[config.mk]
export PLATFORM = sky130hd
export DESIGN_NAME = multi_waveform_phase_shaper
export DESIGN_NICKNAME = d
export VERILOG_FILES = /design/src/mwps_pkg.sv /design/src/mwps_fold.sv /design/src/mwps_shape.sv /design/src/mwps_isqrt.sv /design/src/multi_waveform_phase_shaper.sv
export SDC_FILE = /design/constraint.sdc
export NUM_CORES = 2
export LEC_CHECK = 0
export BUFFER_PORTS_ARGS = -buffer_cell sky130_fd_sc_hd__buf_2
export CORE_MARGIN = 2
export CORE_UTILIZATION = 60
export DETAILED_ROUTE_END_ITERATION = 16
export GPL_TIMING_DRIVEN = 1
export PLACE_DENSITY = 0.76
export SETUP_SLACK_MARGIN = 0.05
export SLEW_MARGIN = 40
export SYNTH_ARGS = -nofsm -noshare
export SYNTH_HDL_FRONTEND = slang
export SYNTH_HIERARCHICAL = 1
export SYNTH_SLANG_ARGS = --single-unit
[constraint.sdc]
create_clock -name clk -period 20.9 [get_ports clk]
set_clock_uncertainty 0.2 [all_clocks]
set_input_delay 6.27 -clock clk [delete_from_list [all_inputs] [get_ports clk]]
set_output_delay 6.27 -clock clk [all_outputs]
set_load 0.05 [all_outputs]
[src/mwps_pkg.sv]
// ----------------------------------------------------------------------------
// mwps_pkg : shared definitions for the multi-waveform phase shaper
// Waveform codes, fixed port widths and parameter defaults.
// ----------------------------------------------------------------------------
`default_nettype none

package mwps_pkg;

  // Fixed field widths
  localparam int PHASE_BITS = 24;
  localparam int WAVE_BITS  = 3;

  // Parameter defaults
  localparam int DEF_PHASE_FRAC_BITS = 16;
  localparam int DEF_SAMPLE_BITS     = 16;

  // Waveform select codes
  localparam logic [WAVE_BITS-1:0] WAVE_TRIANGLE = 3'd0;
  localparam logic [WAVE_BITS-1:0] WAVE_SAWTOOTH = 3'd1;
  localparam logic [WAVE_BITS-1:0] WAVE_SQUARE   = 3'd2;
  localparam logic [WAVE_BITS-1:0] WAVE_TRAPEZOID = 3'd3;
  localparam logic [WAVE_BITS-1:0] WAVE_PARABOLIC = 3'd4;
  localparam logic [WAVE_BITS-1:0] WAVE_ROOT     = 3'd5;

endpackage

`default_nettype wire

[src/mwps_fold.sv]
// ----------------------------------------------------------------------------
// mwps_fold : phase folding stage
// Takes |phase|, keeps the fraction p of a turn and forms u = |2p - 1|.
// ----------------------------------------------------------------------------
`default_nettype none

module mwps_fold #(
  parameter int PHASE_FRAC_BITS = mwps_pkg::DEF_PHASE_FRAC_BITS
) (
  input  wire logic                            clk,
  input  wire logic                            rst,
  input  wire logic                            in_valid,
  output logic                                 in_ready,
  input  wire logic [mwps_pkg::PHASE_BITS-1:0] phase,
  output logic                                 out_valid,
  input  wire logic                            out_ready,
  output logic [PHASE_FRAC_BITS-1:0]           p,
  output logic [PHASE_FRAC_BITS:0]             u
);
  import mwps_pkg::*;

  localparam int F = PHASE_FRAC_BITS;
  localparam logic signed [F+1:0] ONE = (F+2)'(1) << F;

  logic                   en;
  logic [PHASE_BITS-1:0]  mag;
  logic [F-1:0]           p_next;
  logic signed [F+1:0]    d;
  logic [F:0]             u_next;

  // magnitude; the most negative value folds to 2^23, a whole turn count
  always_comb begin
    mag    = phase[PHASE_BITS-1] ? (~phase + PHASE_BITS'(1)) : phase;
    p_next = mag[F-1:0];
    d      = $signed({1'b0, p_next, 1'b0}) - ONE;
    u_next = d[F+1] ? (F+1)'(-d) : (F+1)'(d);
  end

  assign en       = !out_valid || out_ready;
  assign in_ready = en;

  always_ff @(posedge clk) begin
    if (rst) begin
      out_valid <= 1'b0;
    end else if (en) begin
      out_valid <= in_valid;
    end
  end

  always_ff @(posedge clk) begin
    if (en) begin
      p <= p_next;
      u <= u_next;
    end
  end

endmodule

`default_nettype wire

[src/mwps_shape.sv]
// ----------------------------------------------------------------------------
// mwps_shape : waveform shaping stages
// Stage 1 forms the linear numerators, square product and root operand.
// Stage 2 rounds to the sample grid and selects the shaped value.
// ----------------------------------------------------------------------------
`default_nettype none

module mwps_shape #(
  parameter int PHASE_FRAC_BITS = mwps_pkg::DEF_PHASE_FRAC_BITS,
  parameter int SAMPLE_BITS     = mwps_pkg::DEF_SAMPLE_BITS
) (
  input  wire logic                           clk,
  input  wire logic                           rst,
  input  wire logic [mwps_pkg::WAVE_BITS-1:0] waveform,
  input  wire logic                           in_valid,
  output logic                                in_ready,
  input  wire logic [PHASE_FRAC_BITS-1:0]     p,
  input  wire logic [PHASE_FRAC_BITS:0]       u,
  output logic                                out_valid,
  input  wire logic                           out_ready,
  output logic signed [SAMPLE_BITS:0]         shaped,
  output logic [2*SAMPLE_BITS+3:0]            y
);
  import mwps_pkg::*;

  localparam int F  = PHASE_FRAC_BITS;
  localparam int S  = SAMPLE_BITS;
  localparam int YP = 2*S + 4;

  // selection kinds inside this block
  localparam logic [1:0] KIND_LIN   = 2'd0;
  localparam logic [1:0] KIND_CONST = 2'd1;
  localparam logic [1:0] KIND_PAR   = 2'd2;

  // phase thresholds
  localparam logic [F-1:0] P_HALF = F'(1) << (F-1);
  localparam logic [F-1:0] P_3_8  = F'(3) << (F-3);
  localparam logic [F-1:0] P_7_8  = F'(7) << (F-3);

  // one turn in the wide numerator width
  localparam logic signed [F+5:0] ONE_W = (F+6)'(1) << F;

  // sample constants
  localparam logic signed [S:0] SQ_POS = (S+1)'(1) << (S-2);
  localparam logic signed [S:0] SQ_NEG = -SQ_POS;
  localparam logic signed [S:0] S_HI   = ((S+1)'(1) << (S-1)) - (S+1)'(1);
  localparam logic signed [S:0] S_LO   = -((S+1)'(1) << (S-1));

  // root operand: u scaled to 2S+2 fractional bits
  localparam int E   = 2*S + 2 - F;
  localparam int YML = (E > 0) ? E : 0;
  localparam int YKR = (E < 0) ? -E : 0;
  localparam int YXW = F + 1 + YML;

  // linear rounding, numerator has F fractional bits
  localparam int LS  = F - (S-1);
  localparam int LML = (LS < 0) ? -LS : 0;
  localparam int LKR = (LS > 0) ? LS : 0;
  localparam int LW  = F + 3 + LML;
  localparam logic signed [LW-1:0] LRND =
    (LKR > 0) ? (LW'(1) << ((LKR > 0) ? LKR - 1 : 0)) : LW'(0);

  // parabolic rounding, numerator has 2F fractional bits
  localparam int PS  = 2*F - (S-1);
  localparam int PML = (PS < 0) ? -PS : 0;
  localparam int PKR = (PS > 0) ? PS : 0;
  localparam int PNW = 2*F + 3;
  localparam int PW  = PNW + 1 + PML;
  localparam logic signed [PW-1:0] PRND =
    (PKR > 0) ? (PW'(1) << ((PKR > 0) ? PKR - 1 : 0)) : PW'(0);
  localparam logic signed [PNW-1:0] ONE_SQ = PNW'(1) << (2*F);

  logic en_b, en_c, v_b;

  // stage 1 registers
  logic [1:0]          kind_b;
  logic signed [F+1:0] lin_b;
  logic signed [S:0]   const_b;
  logic [2*F:0]        uu_b;
  logic [YP-1:0]       y_b;

  // stage 1 logic
  logic signed [F+5:0] pw, uw, tri_n, saw_n, fall_n, rise_n, lin_w;
  logic [1:0]          kind_next;
  logic signed [S:0]   const_next;
  logic [2*F+1:0]      uu_full;
  logic [YXW-1:0]      y_ext;

  always_comb begin
    pw     = $signed({6'b0, p});
    uw     = $signed({5'b0, u});
    tri_n  = (uw <<< 1) - ONE_W;
    saw_n  = ONE_W - (pw <<< 1);
    fall_n = (ONE_W <<< 3) - ONE_W - (pw <<< 4);
    rise_n = (pw <<< 4) - ((ONE_W <<< 4) - ONE_W);
    kind_next  = KIND_CONST;
    const_next = '0;
    lin_w      = tri_n;
    case (waveform)
      WAVE_TRIANGLE: begin
        kind_next = KIND_LIN;
      end
      WAVE_SAWTOOTH: begin
        kind_next = KIND_LIN;
        lin_w     = saw_n;
      end
      WAVE_SQUARE: begin
        const_next = (p < P_HALF) ? SQ_POS : SQ_NEG;
      end
      WAVE_TRAPEZOID: begin
        if (p >= P_3_8 && p <= P_HALF) begin
          kind_next = KIND_LIN;
          lin_w     = fall_n;
        end else if (p >= P_7_8) begin
          kind_next = KIND_LIN;
          lin_w     = rise_n;
        end else begin
          const_next = (p < P_HALF) ? S_HI : S_LO;
        end
      end
      WAVE_PARABOLIC: begin
        kind_next = KIND_PAR;
      end
      default: begin
        // root curve is finished downstream; unused codes give zero
        kind_next  = KIND_CONST;
        const_next = '0;
      end
    endcase
    uu_full = u * u;
    y_ext   = YXW'(u) << YML;
  end

  assign en_c     = !out_valid || out_ready;
  assign en_b     = !v_b || en_c;
  assign in_ready = en_b;

  always_ff @(posedge clk) begin
    if (rst) begin
      v_b       <= 1'b0;
      out_valid <= 1'b0;
    end else begin
      if (en_b) begin
        v_b <= in_valid;
      end
      if (en_c) begin
        out_valid <= v_b;
      end
    end
  end

  always_ff @(posedge clk) begin
    if (en_b) begin
      kind_b  <= kind_next;
      lin_b   <= lin_w[F+1:0];
      const_b <= const_next;
      uu_b    <= uu_full[2*F:0];
      y_b     <= YP'(y_ext >> YKR);
    end
  end

  // stage 2 logic: round half up onto the sample grid
  logic signed [LW-1:0]  lin_ext, lin_sum;
  logic signed [PNW-1:0] par_n;
  logic signed [PW-1:0]  par_ext, par_sum;
  logic signed [S:0]     shaped_next;

  always_comb begin
    lin_ext = LW'(lin_b) <<< LML;
    lin_sum = (lin_ext + LRND) >>> LKR;
    par_n   = $signed({1'b0, uu_b, 1'b0}) - ONE_SQ;
    par_ext = PW'(par_n) <<< PML;
    par_sum = (par_ext + PRND) >>> PKR;
    case (kind_b)
      KIND_LIN:   shaped_next = lin_sum[S:0];
      KIND_PAR:   shaped_next = par_sum[S:0];
      KIND_CONST: shaped_next = const_b;
      default:    shaped_next = '0;
    endcase
  end

  always_ff @(posedge clk) begin
    if (en_c) begin
      shaped <= shaped_next;
      y      <= y_b;
    end
  end

endmodule

`default_nettype wire

[src/mwps_isqrt.sv]
// ----------------------------------------------------------------------------
// mwps_isqrt : pipelined integer square root
// Restoring digit-by-digit root, one result bit per register stage, with a
// side word carried along so that order is kept.
// ----------------------------------------------------------------------------
`default_nettype none

module mwps_isqrt #(
  parameter int SAMPLE_BITS = mwps_pkg::DEF_SAMPLE_BITS
) (
  input  wire logic                     clk,
  input  wire logic                     rst,
  input  wire logic                     in_valid,
  output logic                          in_ready,
  input  wire logic [2*SAMPLE_BITS+3:0] y,
  input  wire logic [SAMPLE_BITS:0]     side_in,
  output logic                          out_valid,
  input  wire logic                     out_ready,
  output logic [SAMPLE_BITS+1:0]        q,
  output logic [SAMPLE_BITS:0]          side_out
);
  import mwps_pkg::*;

  localparam int S  = SAMPLE_BITS;
  localparam int RB = S + 2;
  localparam int YP = 2 * RB;
  localparam int RW = RB + 3;

  logic [RB:1]     v;
  logic [RB+1:1]   en;
  logic [RW-1:0]   rem_a  [1:RB];
  logic [RB-1:0]   root_a [1:RB];
  logic [YP-1:0]   yr_a   [1:RB];
  logic [S:0]      side_a [1:RB];

  assign en[RB+1]  = out_ready;
  assign in_ready  = en[1];
  assign out_valid = v[RB];
  assign q         = root_a[RB];
  assign side_out  = side_a[RB];

  for (genvar i = 1; i <= RB; i++) begin : g_stage
    logic          v_p;
    logic [RW-1:0] rem_p, rem_s, trial;
    logic [RB-1:0] root_p;
    logic [YP-1:0] yr_p;
    logic [S:0]    side_p;

    // source of this stage
    if (i == 1) begin : g_first
      assign v_p    = in_valid;
      assign rem_p  = '0;
      assign root_p = '0;
      assign yr_p   = y;
      assign side_p = side_in;
    end else begin : g_next
      assign v_p    = v[i-1];
      assign rem_p  = rem_a[i-1];
      assign root_p = root_a[i-1];
      assign yr_p   = yr_a[i-1];
      assign side_p = side_a[i-1];
    end

    // bring down two operand bits and try the next root bit
    always_comb begin
      rem_s = {rem_p[RW-3:0], yr_p[YP-1 -: 2]};
      trial = RW'({root_p, 2'b01});
    end

    assign en[i] = !v[i] || en[i+1];

    always_ff @(posedge clk) begin
      if (rst) begin
        v[i] <= 1'b0;
      end else if (en[i]) begin
        v[i] <= v_p;
      end
    end

    always_ff @(posedge clk) begin
      if (en[i]) begin
        if (rem_s >= trial) begin
          rem_a[i]  <= rem_s - trial;
          root_a[i] <= {root_p[RB-2:0], 1'b1};
        end else begin
          rem_a[i]  <= rem_s;
          root_a[i] <= {root_p[RB-2:0], 1'b0};
        end
        yr_a[i]   <= yr_p << 2;
        side_a[i] <= side_p;
      end
    end
  end

endmodule

`default_nettype wire

[src/multi_waveform_phase_shaper.sv]
// ----------------------------------------------------------------------------
// multi_waveform_phase_shaper : phase to amplitude converter
// Turns a signed phase in turns into one sample of a selectable waveform.
// ----------------------------------------------------------------------------
// Usage:
//   s_axis carries one phase word per transfer (24-bit signed turns with
//   PHASE_FRAC_BITS fractional bits); m_axis returns one signed
//   Q1.(SAMPLE_BITS-1) sample word per phase word, in order.
//   cfg_we/cfg_wdata write the waveform select: 0 triangle, 1 sawtooth,
//   2 square, 3 trapezoid square, 4 parabolic, 5 root curve; 6 and 7
//   give zero. Write it only while no words are in flight.
//   The pipe holds one fold stage, two shaping stages, SAMPLE_BITS + 2
//   square root stages (one root bit each) and the output register. It
//   takes one word per cycle while m_axis does not stall.
//   Each stage holds its own valid bit, so bubbles close up and s_axis keeps
//   accepting while a result waits on m_axis, until the pipe is full.
//   When the receiver stalls, the output word holds and the pipe fills; no
//   word is lost or repeated. rst (synchronous) empties the pipe and
//   selects the triangle.
// ----------------------------------------------------------------------------
`default_nettype none

module multi_waveform_phase_shaper #(
  parameter int PHASE_FRAC_BITS = mwps_pkg::DEF_PHASE_FRAC_BITS,
  parameter int SAMPLE_BITS     = mwps_pkg::DEF_SAMPLE_BITS
) (
  input  wire logic                             clk,
  input  wire logic                             rst,
  // waveform select register
  input  wire logic                             cfg_we,
  input  wire logic [mwps_pkg::WAVE_BITS-1:0]   cfg_wdata,
  // phase in
  input  wire logic                             s_axis_tvalid,
  output logic                                  s_axis_tready,
  input  wire logic [mwps_pkg::PHASE_BITS-1:0]  s_axis_tdata,  // [23:0] phase
  // sample out
  output logic                                  m_axis_tvalid,
  input  wire logic                             m_axis_tready,
  output logic [((SAMPLE_BITS+7)/8)*8-1:0]      m_axis_tdata   // sample, then 0
);
  import mwps_pkg::*;

  localparam int F     = PHASE_FRAC_BITS;
  localparam int S     = SAMPLE_BITS;
  localparam int OUT_W = ((S+7)/8)*8;

  localparam logic signed [S+1:0] HALF_W = (S+2)'(1) << (S-1);
  localparam logic signed [S+1:0] HI_W   = HALF_W - (S+2)'(1);
  localparam logic signed [S+1:0] LO_W   = -HALF_W;
  localparam logic [S-1:0]        SQ_POS = S'(1) << (S-2);
  localparam logic [S-1:0]        SQ_NEG = -SQ_POS;

  // waveform select register
  logic [WAVE_BITS-1:0] waveform;

  always_ff @(posedge clk) begin
    if (rst) begin
      waveform <= WAVE_TRIANGLE;
    end else if (cfg_we) begin
      waveform <= cfg_wdata;
    end
  end

  // fold
  logic         fold_valid, fold_ready;
  logic [F-1:0] fold_p;
  logic [F:0]   fold_u;

  mwps_fold #(
    .PHASE_FRAC_BITS(F)
  ) u_fold (
    .clk      (clk),
    .rst      (rst),
    .in_valid (s_axis_tvalid),
    .in_ready (s_axis_tready),
    .phase    (s_axis_tdata),
    .out_valid(fold_valid),
    .out_ready(fold_ready),
    .p        (fold_p),
    .u        (fold_u)
  );

  // shape
  logic              shp_valid, shp_ready;
  logic signed [S:0] shp_value;
  logic [2*S+3:0]    shp_y;

  mwps_shape #(
    .PHASE_FRAC_BITS(F),
    .SAMPLE_BITS    (S)
  ) u_shape (
    .clk      (clk),
    .rst      (rst),
    .waveform (waveform),
    .in_valid (fold_valid),
    .in_ready (fold_ready),
    .p        (fold_p),
    .u        (fold_u),
    .out_valid(shp_valid),
    .out_ready(shp_ready),
    .shaped   (shp_value),
    .y        (shp_y)
  );

  // square root
  logic         rt_valid, rt_ready;
  logic [S+1:0] rt_q;
  logic [S:0]   rt_side;

  mwps_isqrt #(
    .SAMPLE_BITS(S)
  ) u_isqrt (
    .clk      (clk),
    .rst      (rst),
    .in_valid (shp_valid),
    .in_ready (shp_ready),
    .y        (shp_y),
    .side_in  (shp_value),
    .out_valid(rt_valid),
    .out_ready(rt_ready),
    .q        (rt_q),
    .side_out (rt_side)
  );

  // root curve finish, select and saturate
  logic [S+1:0]        q_inc;
  logic [S:0]          r;
  logic signed [S+1:0] root_s, pick;
  logic [S-1:0]        sample_next;
  logic [S-1:0]        sample;

  always_comb begin
    q_inc  = rt_q + (S+2)'(1);
    r      = q_inc[S+1:1];
    root_s = $signed({1'b0, r}) - HALF_W;
    pick   = (waveform == WAVE_ROOT) ? root_s : (S+2)'($signed(rt_side));
    if (pick > HI_W) begin
      sample_next = HI_W[S-1:0];
    end else if (pick < LO_W) begin
      sample_next = LO_W[S-1:0];
    end else begin
      sample_next = pick[S-1:0];
    end
  end

  // output register
  assign rt_ready = !m_axis_tvalid || m_axis_tready;

  always_ff @(posedge clk) begin
    if (rst) begin
      m_axis_tvalid <= 1'b0;
    end else if (rt_ready) begin
      m_axis_tvalid <= rt_valid;
    end
  end

  always_ff @(posedge clk) begin
    if (rt_ready) begin
      sample <= sample_next;
    end
  end

  assign m_axis_tdata = OUT_W'(sample);

`ifndef SYNTHESIS
  // an empty output register means every stage can advance
  a_ready_when_empty: assert property (@(posedge clk) disable iff (rst)
    !m_axis_tvalid |-> s_axis_tready)
    else $error("input stalled with empty output stage");

  // square wave only ever yields plus or minus one half
  a_square_levels: assert property (@(posedge clk) disable iff (rst)
    (m_axis_tvalid && waveform == WAVE_SQUARE) |-> (sample == SQ_POS || sample == SQ_NEG))
    else $error("square wave level out of set");

  // reset empties the pipe
  a_reset_empty: assert property (@(posedge clk)
    $past(rst) |-> !m_axis_tvalid)
    else $error("output valid right after reset");
`endif

endmodule

`default_nettype wire
==> flow_metrics.env <==
export IMPL_status="finished, final reports clean"
export IMPL_grt_total_usage_pct=22.3
export IMPL_portBuffers=42
export IMPL_crit_required_ns=14.43
export IMPL_seq_area_frac_synth_pct=60.8
export IMPL_synth_top_area_share_pct=60.0
export IMPL_setup_viol=0
export IMPL_post_route_drc_count=0
export IMPL_min_period_over_period_pct=84.1
export IMPL_critPathLaunch="m_axis_tready"
export IMPL_synth_seq_cells=1247
export IMPL_post_drt_via_cell_ratio=5.64
export IMPL_slew_headroom_pct=45.4
export IMPL_cpMostUsedCell="buf_4"
export IMPL_path_cells="buf_2 > nand2b_2 > and4b_2 > inv_2 > buf_6 > nor4_4 > and2_1 > and4_1 > and3_1 > nand3_2 > buf_4 > nor2b_1 > nand2_2 > buf_4 > nand2b_1 > buf_4 > buf_2"
export IMPL_dp_hpwl_mm=78.6
export IMPL_synth_main_ff_cell="edfxtp_1"
export IMPL_synth_commonest_cells="edfxtp_1 (1222), inv_1 (556), nand2_1 (331), ha_1 (300), nor2_1 (277)"
export IMPL_synth_warnings=6
export IMPL_critPathMaxStageDelay_ns=0.58
export IMPL_drive_gt1_share_pct=7.77
export IMPL_end_kind="output port"
export IMPL_grt_pass1_vias=35909
export IMPL_worst_path_max_delay_cell="buf_4"
export IMPL_tns_ns=0
export IMPL_cts_tree="yes"
export IMPL_syn_avg_cell_area_um2=13.1
export IMPL_cts_buffers=117
export IMPL_cts_root_buf="clkbuf_16"
export IMPL_cp_start_kind="primary input"
export IMPL_multi_input_area_um2=21500
export IMPL_gp_congestion=0.897
export IMPL_ff_latch_area_um2=37200
export IMPL_path_buf_inv=7
export IMPL_worstMarginPinSlew_ns=0.819
export IMPL_clockBufferDepth=3
export IMPL_clk_pin_slew_ns=0.07
export IMPL_synthArstFlopShare_pct=0
export IMPL_reg2regPathDepth=20
export IMPL_hp_class="flip-flop to flip-flop"
export IMPL_synth_edf_count=1222
export IMPL_fin_crit_ns=17.58
export IMPL_core_um2=101000
export IMPL_reg2reg_to="u_shape/uu_b[31]"
export IMPL_die_x_um=323
export IMPL_numClockSinks=1247
export IMPL_crit_fanout=61
export IMPL_crit_type="primary input to output port"
export IMPL_ctsHoldBuffers=0
export IMPL_cts_resized=0
export IMPL_synth_most_common_cell="edfxtp_1"
export IMPL_wl_mm=114
export IMPL_cpLargestDelayFamily="buffers and inverters"
export IMPL_drt_iter0_markers=2426
export IMPL_placementRows=117
export IMPL_grt_pass1_wl_mm=185
export IMPL_num_antenna_cells=0
export IMPL_syn2layout_area_growth_pct=9.13
export IMPL_grt_overflow=0
export IMPL_initial_core_util_pct=60.3
export IMPL_max_cap_viol_count=0
export IMPL_ios=50
export IMPL_maxSlewViolCount=0
export IMPL_nets=5290
export IMPL_grt_max_degree=70
export IMPL_clock_latency_ns=0.70
export IMPL_synth_cells=4662
export IMPL_cp_endpoint="s_axis_tready"
export IMPL_synth_area_top_cells="edfxtp_1 (60%), fa_1 (6.2%), ha_1 (6.1%)"
export IMPL_antenna_found_initial=2
export IMPL_synthDistinctLibCells=111
export IMPL_die_area_um2=105000
export IMPL_arrival_ns=11.11
export IMPL_h_tree_depth=3
export IMPL_netlist_area_um2=61200
export IMPL_n_fill_cell=7139
export IMPL_die_height_um=323
export IMPL_rsz0062_at_grt="false"
export IMPL_cp_num_cells=17
export IMPL_dr_pass1_iters=6
export IMPL_post_cts_buffers=0
export IMPL_rr_startpoint="u_fold/u[6]"
export IMPL_post_drt_wl_per_cell_um=18.3
export IMPL_vias=35184
export IMPL_finalHoldViolations=0
export IMPL_regToRegSetupSlack_ns=14.26
export IMPL_yosysTopAreaCell="edfxtp_1"
export IMPL_fmax_mhz=56.9
export IMPL_antenna_left=0
-- per-layer routing --
| metal | vias up | routed length (µm) | share of wire [%] | global-route usage (%) |
|---|---|---|---|---|
| met2 | 973 | 59500 | 52 | 40.4 |
| met1 | 17103 | 45400 | 40 | 27.2 |
| li1 | 16853 | - | - | - |
| met5 | - | 0 | 0 | 0 |
| met3 | 255 | 4980 | 4.4 | 2.94 |
| met4 | 0 | 4270 | 3.7 | 8.49 |
-- cell families after synthesis --
logic type                 count (synthesis)  synth area share [%]
DFF                                     1247                  60.8
and+or+nand+nor                         1151                  9.46
AOI/OAI and AO/OA                        732                  7.61
buffers and inverters                    675                  4.41
adders and majority gates                490                  12.3
xor gates and xnor gates                 322                  4.62
muxes                                     43                 0.769
other                                      2                0.0123
-- worst min-delay path by stage --
| stage | startpoint | to | slack, ns | cells past startpoint |
|---|---|---|---|---|
| 6_report | u_isqrt/side_a[0][159] | u_isqrt/side_a[0][176] | 0.20 | 0 |
| 5_1_grt | u_isqrt/yr_a[0][277] | u_isqrt/yr_a[0][311] | 0.20 | 0 |
| 4_1_cts | u_isqrt/yr_a[0][277] | u_isqrt/yr_a[0][311] | 0.19 | 0 |
| 3_5_place_dp | u_isqrt/side_a[0][83] | u_isqrt/side_a[0][100] | 0.20 | 0 |
| 3_3_place_gp | u_isqrt/yr_a[0][105] | u_isqrt/yr_a[0][139] | 0.20 | 0 |
| 2_1_floorplan | u_shape/shaped[0] | u_isqrt/side_a[0][0] | 0.20 | 0 |
-- placed cells by master (no fill, tap or decap), types with 50 or more instances in the layout --
master and instances:
xor2_1 143, nand2_1 324, clkbuf_16 117, a21oi_1 225, edfxtp_1 1222, nor3_1 83, inv_1 550, fa_1 190
a21o_1 50, ha_1 300, nand3_1 70, nor2_1 275, and2_1 55, xnor2_1 177, o21ai_0 159
-- metrics by stage --
step	area, µm²	util [%]	setup slack (ns)	hold slack, ns	instances
global route	66800	65.8	2.91	0.202	6234
finish	66800	65.8	3.32	0.198	6234
global placement	62900	62.0	2.88	0.200	6012
detailed placement	63000	62.1	2.77	0.205	6014
floorplan	61300	-	1.52	0.200	4680
CTS	66700	65.8	2.72	0.193	6231
-- flip-flops by register name (all words and copies together) (netlist names), 15 cells and up --
| name | flops |
|---|---|
| u_isqrt/side_a | 306 |
| u_isqrt/g_stage.v_p | 17 |
| u_shape/y_b | 16 |
| m_axis_tdata | 16 |
| u_shape/y | 17 |
| u_shape/lin_b | 17 |
| u_fold/p | 16 |
| u_fold/u | 15 |
| u_shape/shaped | 17 |
| u_isqrt/root_a | 171 |
| u_shape/uu_b | 19 |
| u_isqrt/yr_a | 306 |
| u_isqrt/rem_a | 301 |
-- worst register-to-register path, cell delays in order (launching register included) --
cell      delay [ns]
edfxtp_1        0.73
buf_6           0.26
and2_1          0.22
fa_1            0.43
inv_1           0.08
fa_1            0.43
fa_1            0.52
inv_1           0.06
fa_1            0.49
fa_1            0.49
inv_1           0.04
fa_1            0.47
inv_1           0.04
ha_1            0.36
nand2_2         0.12
nor4_1          0.35
o21bai_1        0.17
o311ai_4        0.12
o22ai_2         0.16
o311a_1         0.39
a211oi_2        0.31
-- final cells by class --
class                      instances  area share (%)
clock inverter                    78            1.03
sequential                      1247            55.7
clock buffer                     139            4.55
multi-input combinational       2758            32.1
tap                             1368            2.56
inverter                         559            3.15
timing repair buffer              85           0.880
Power is not shown: default switching activity piles up to over one toggle a cycle in this logic, so the estimate is an artifact.
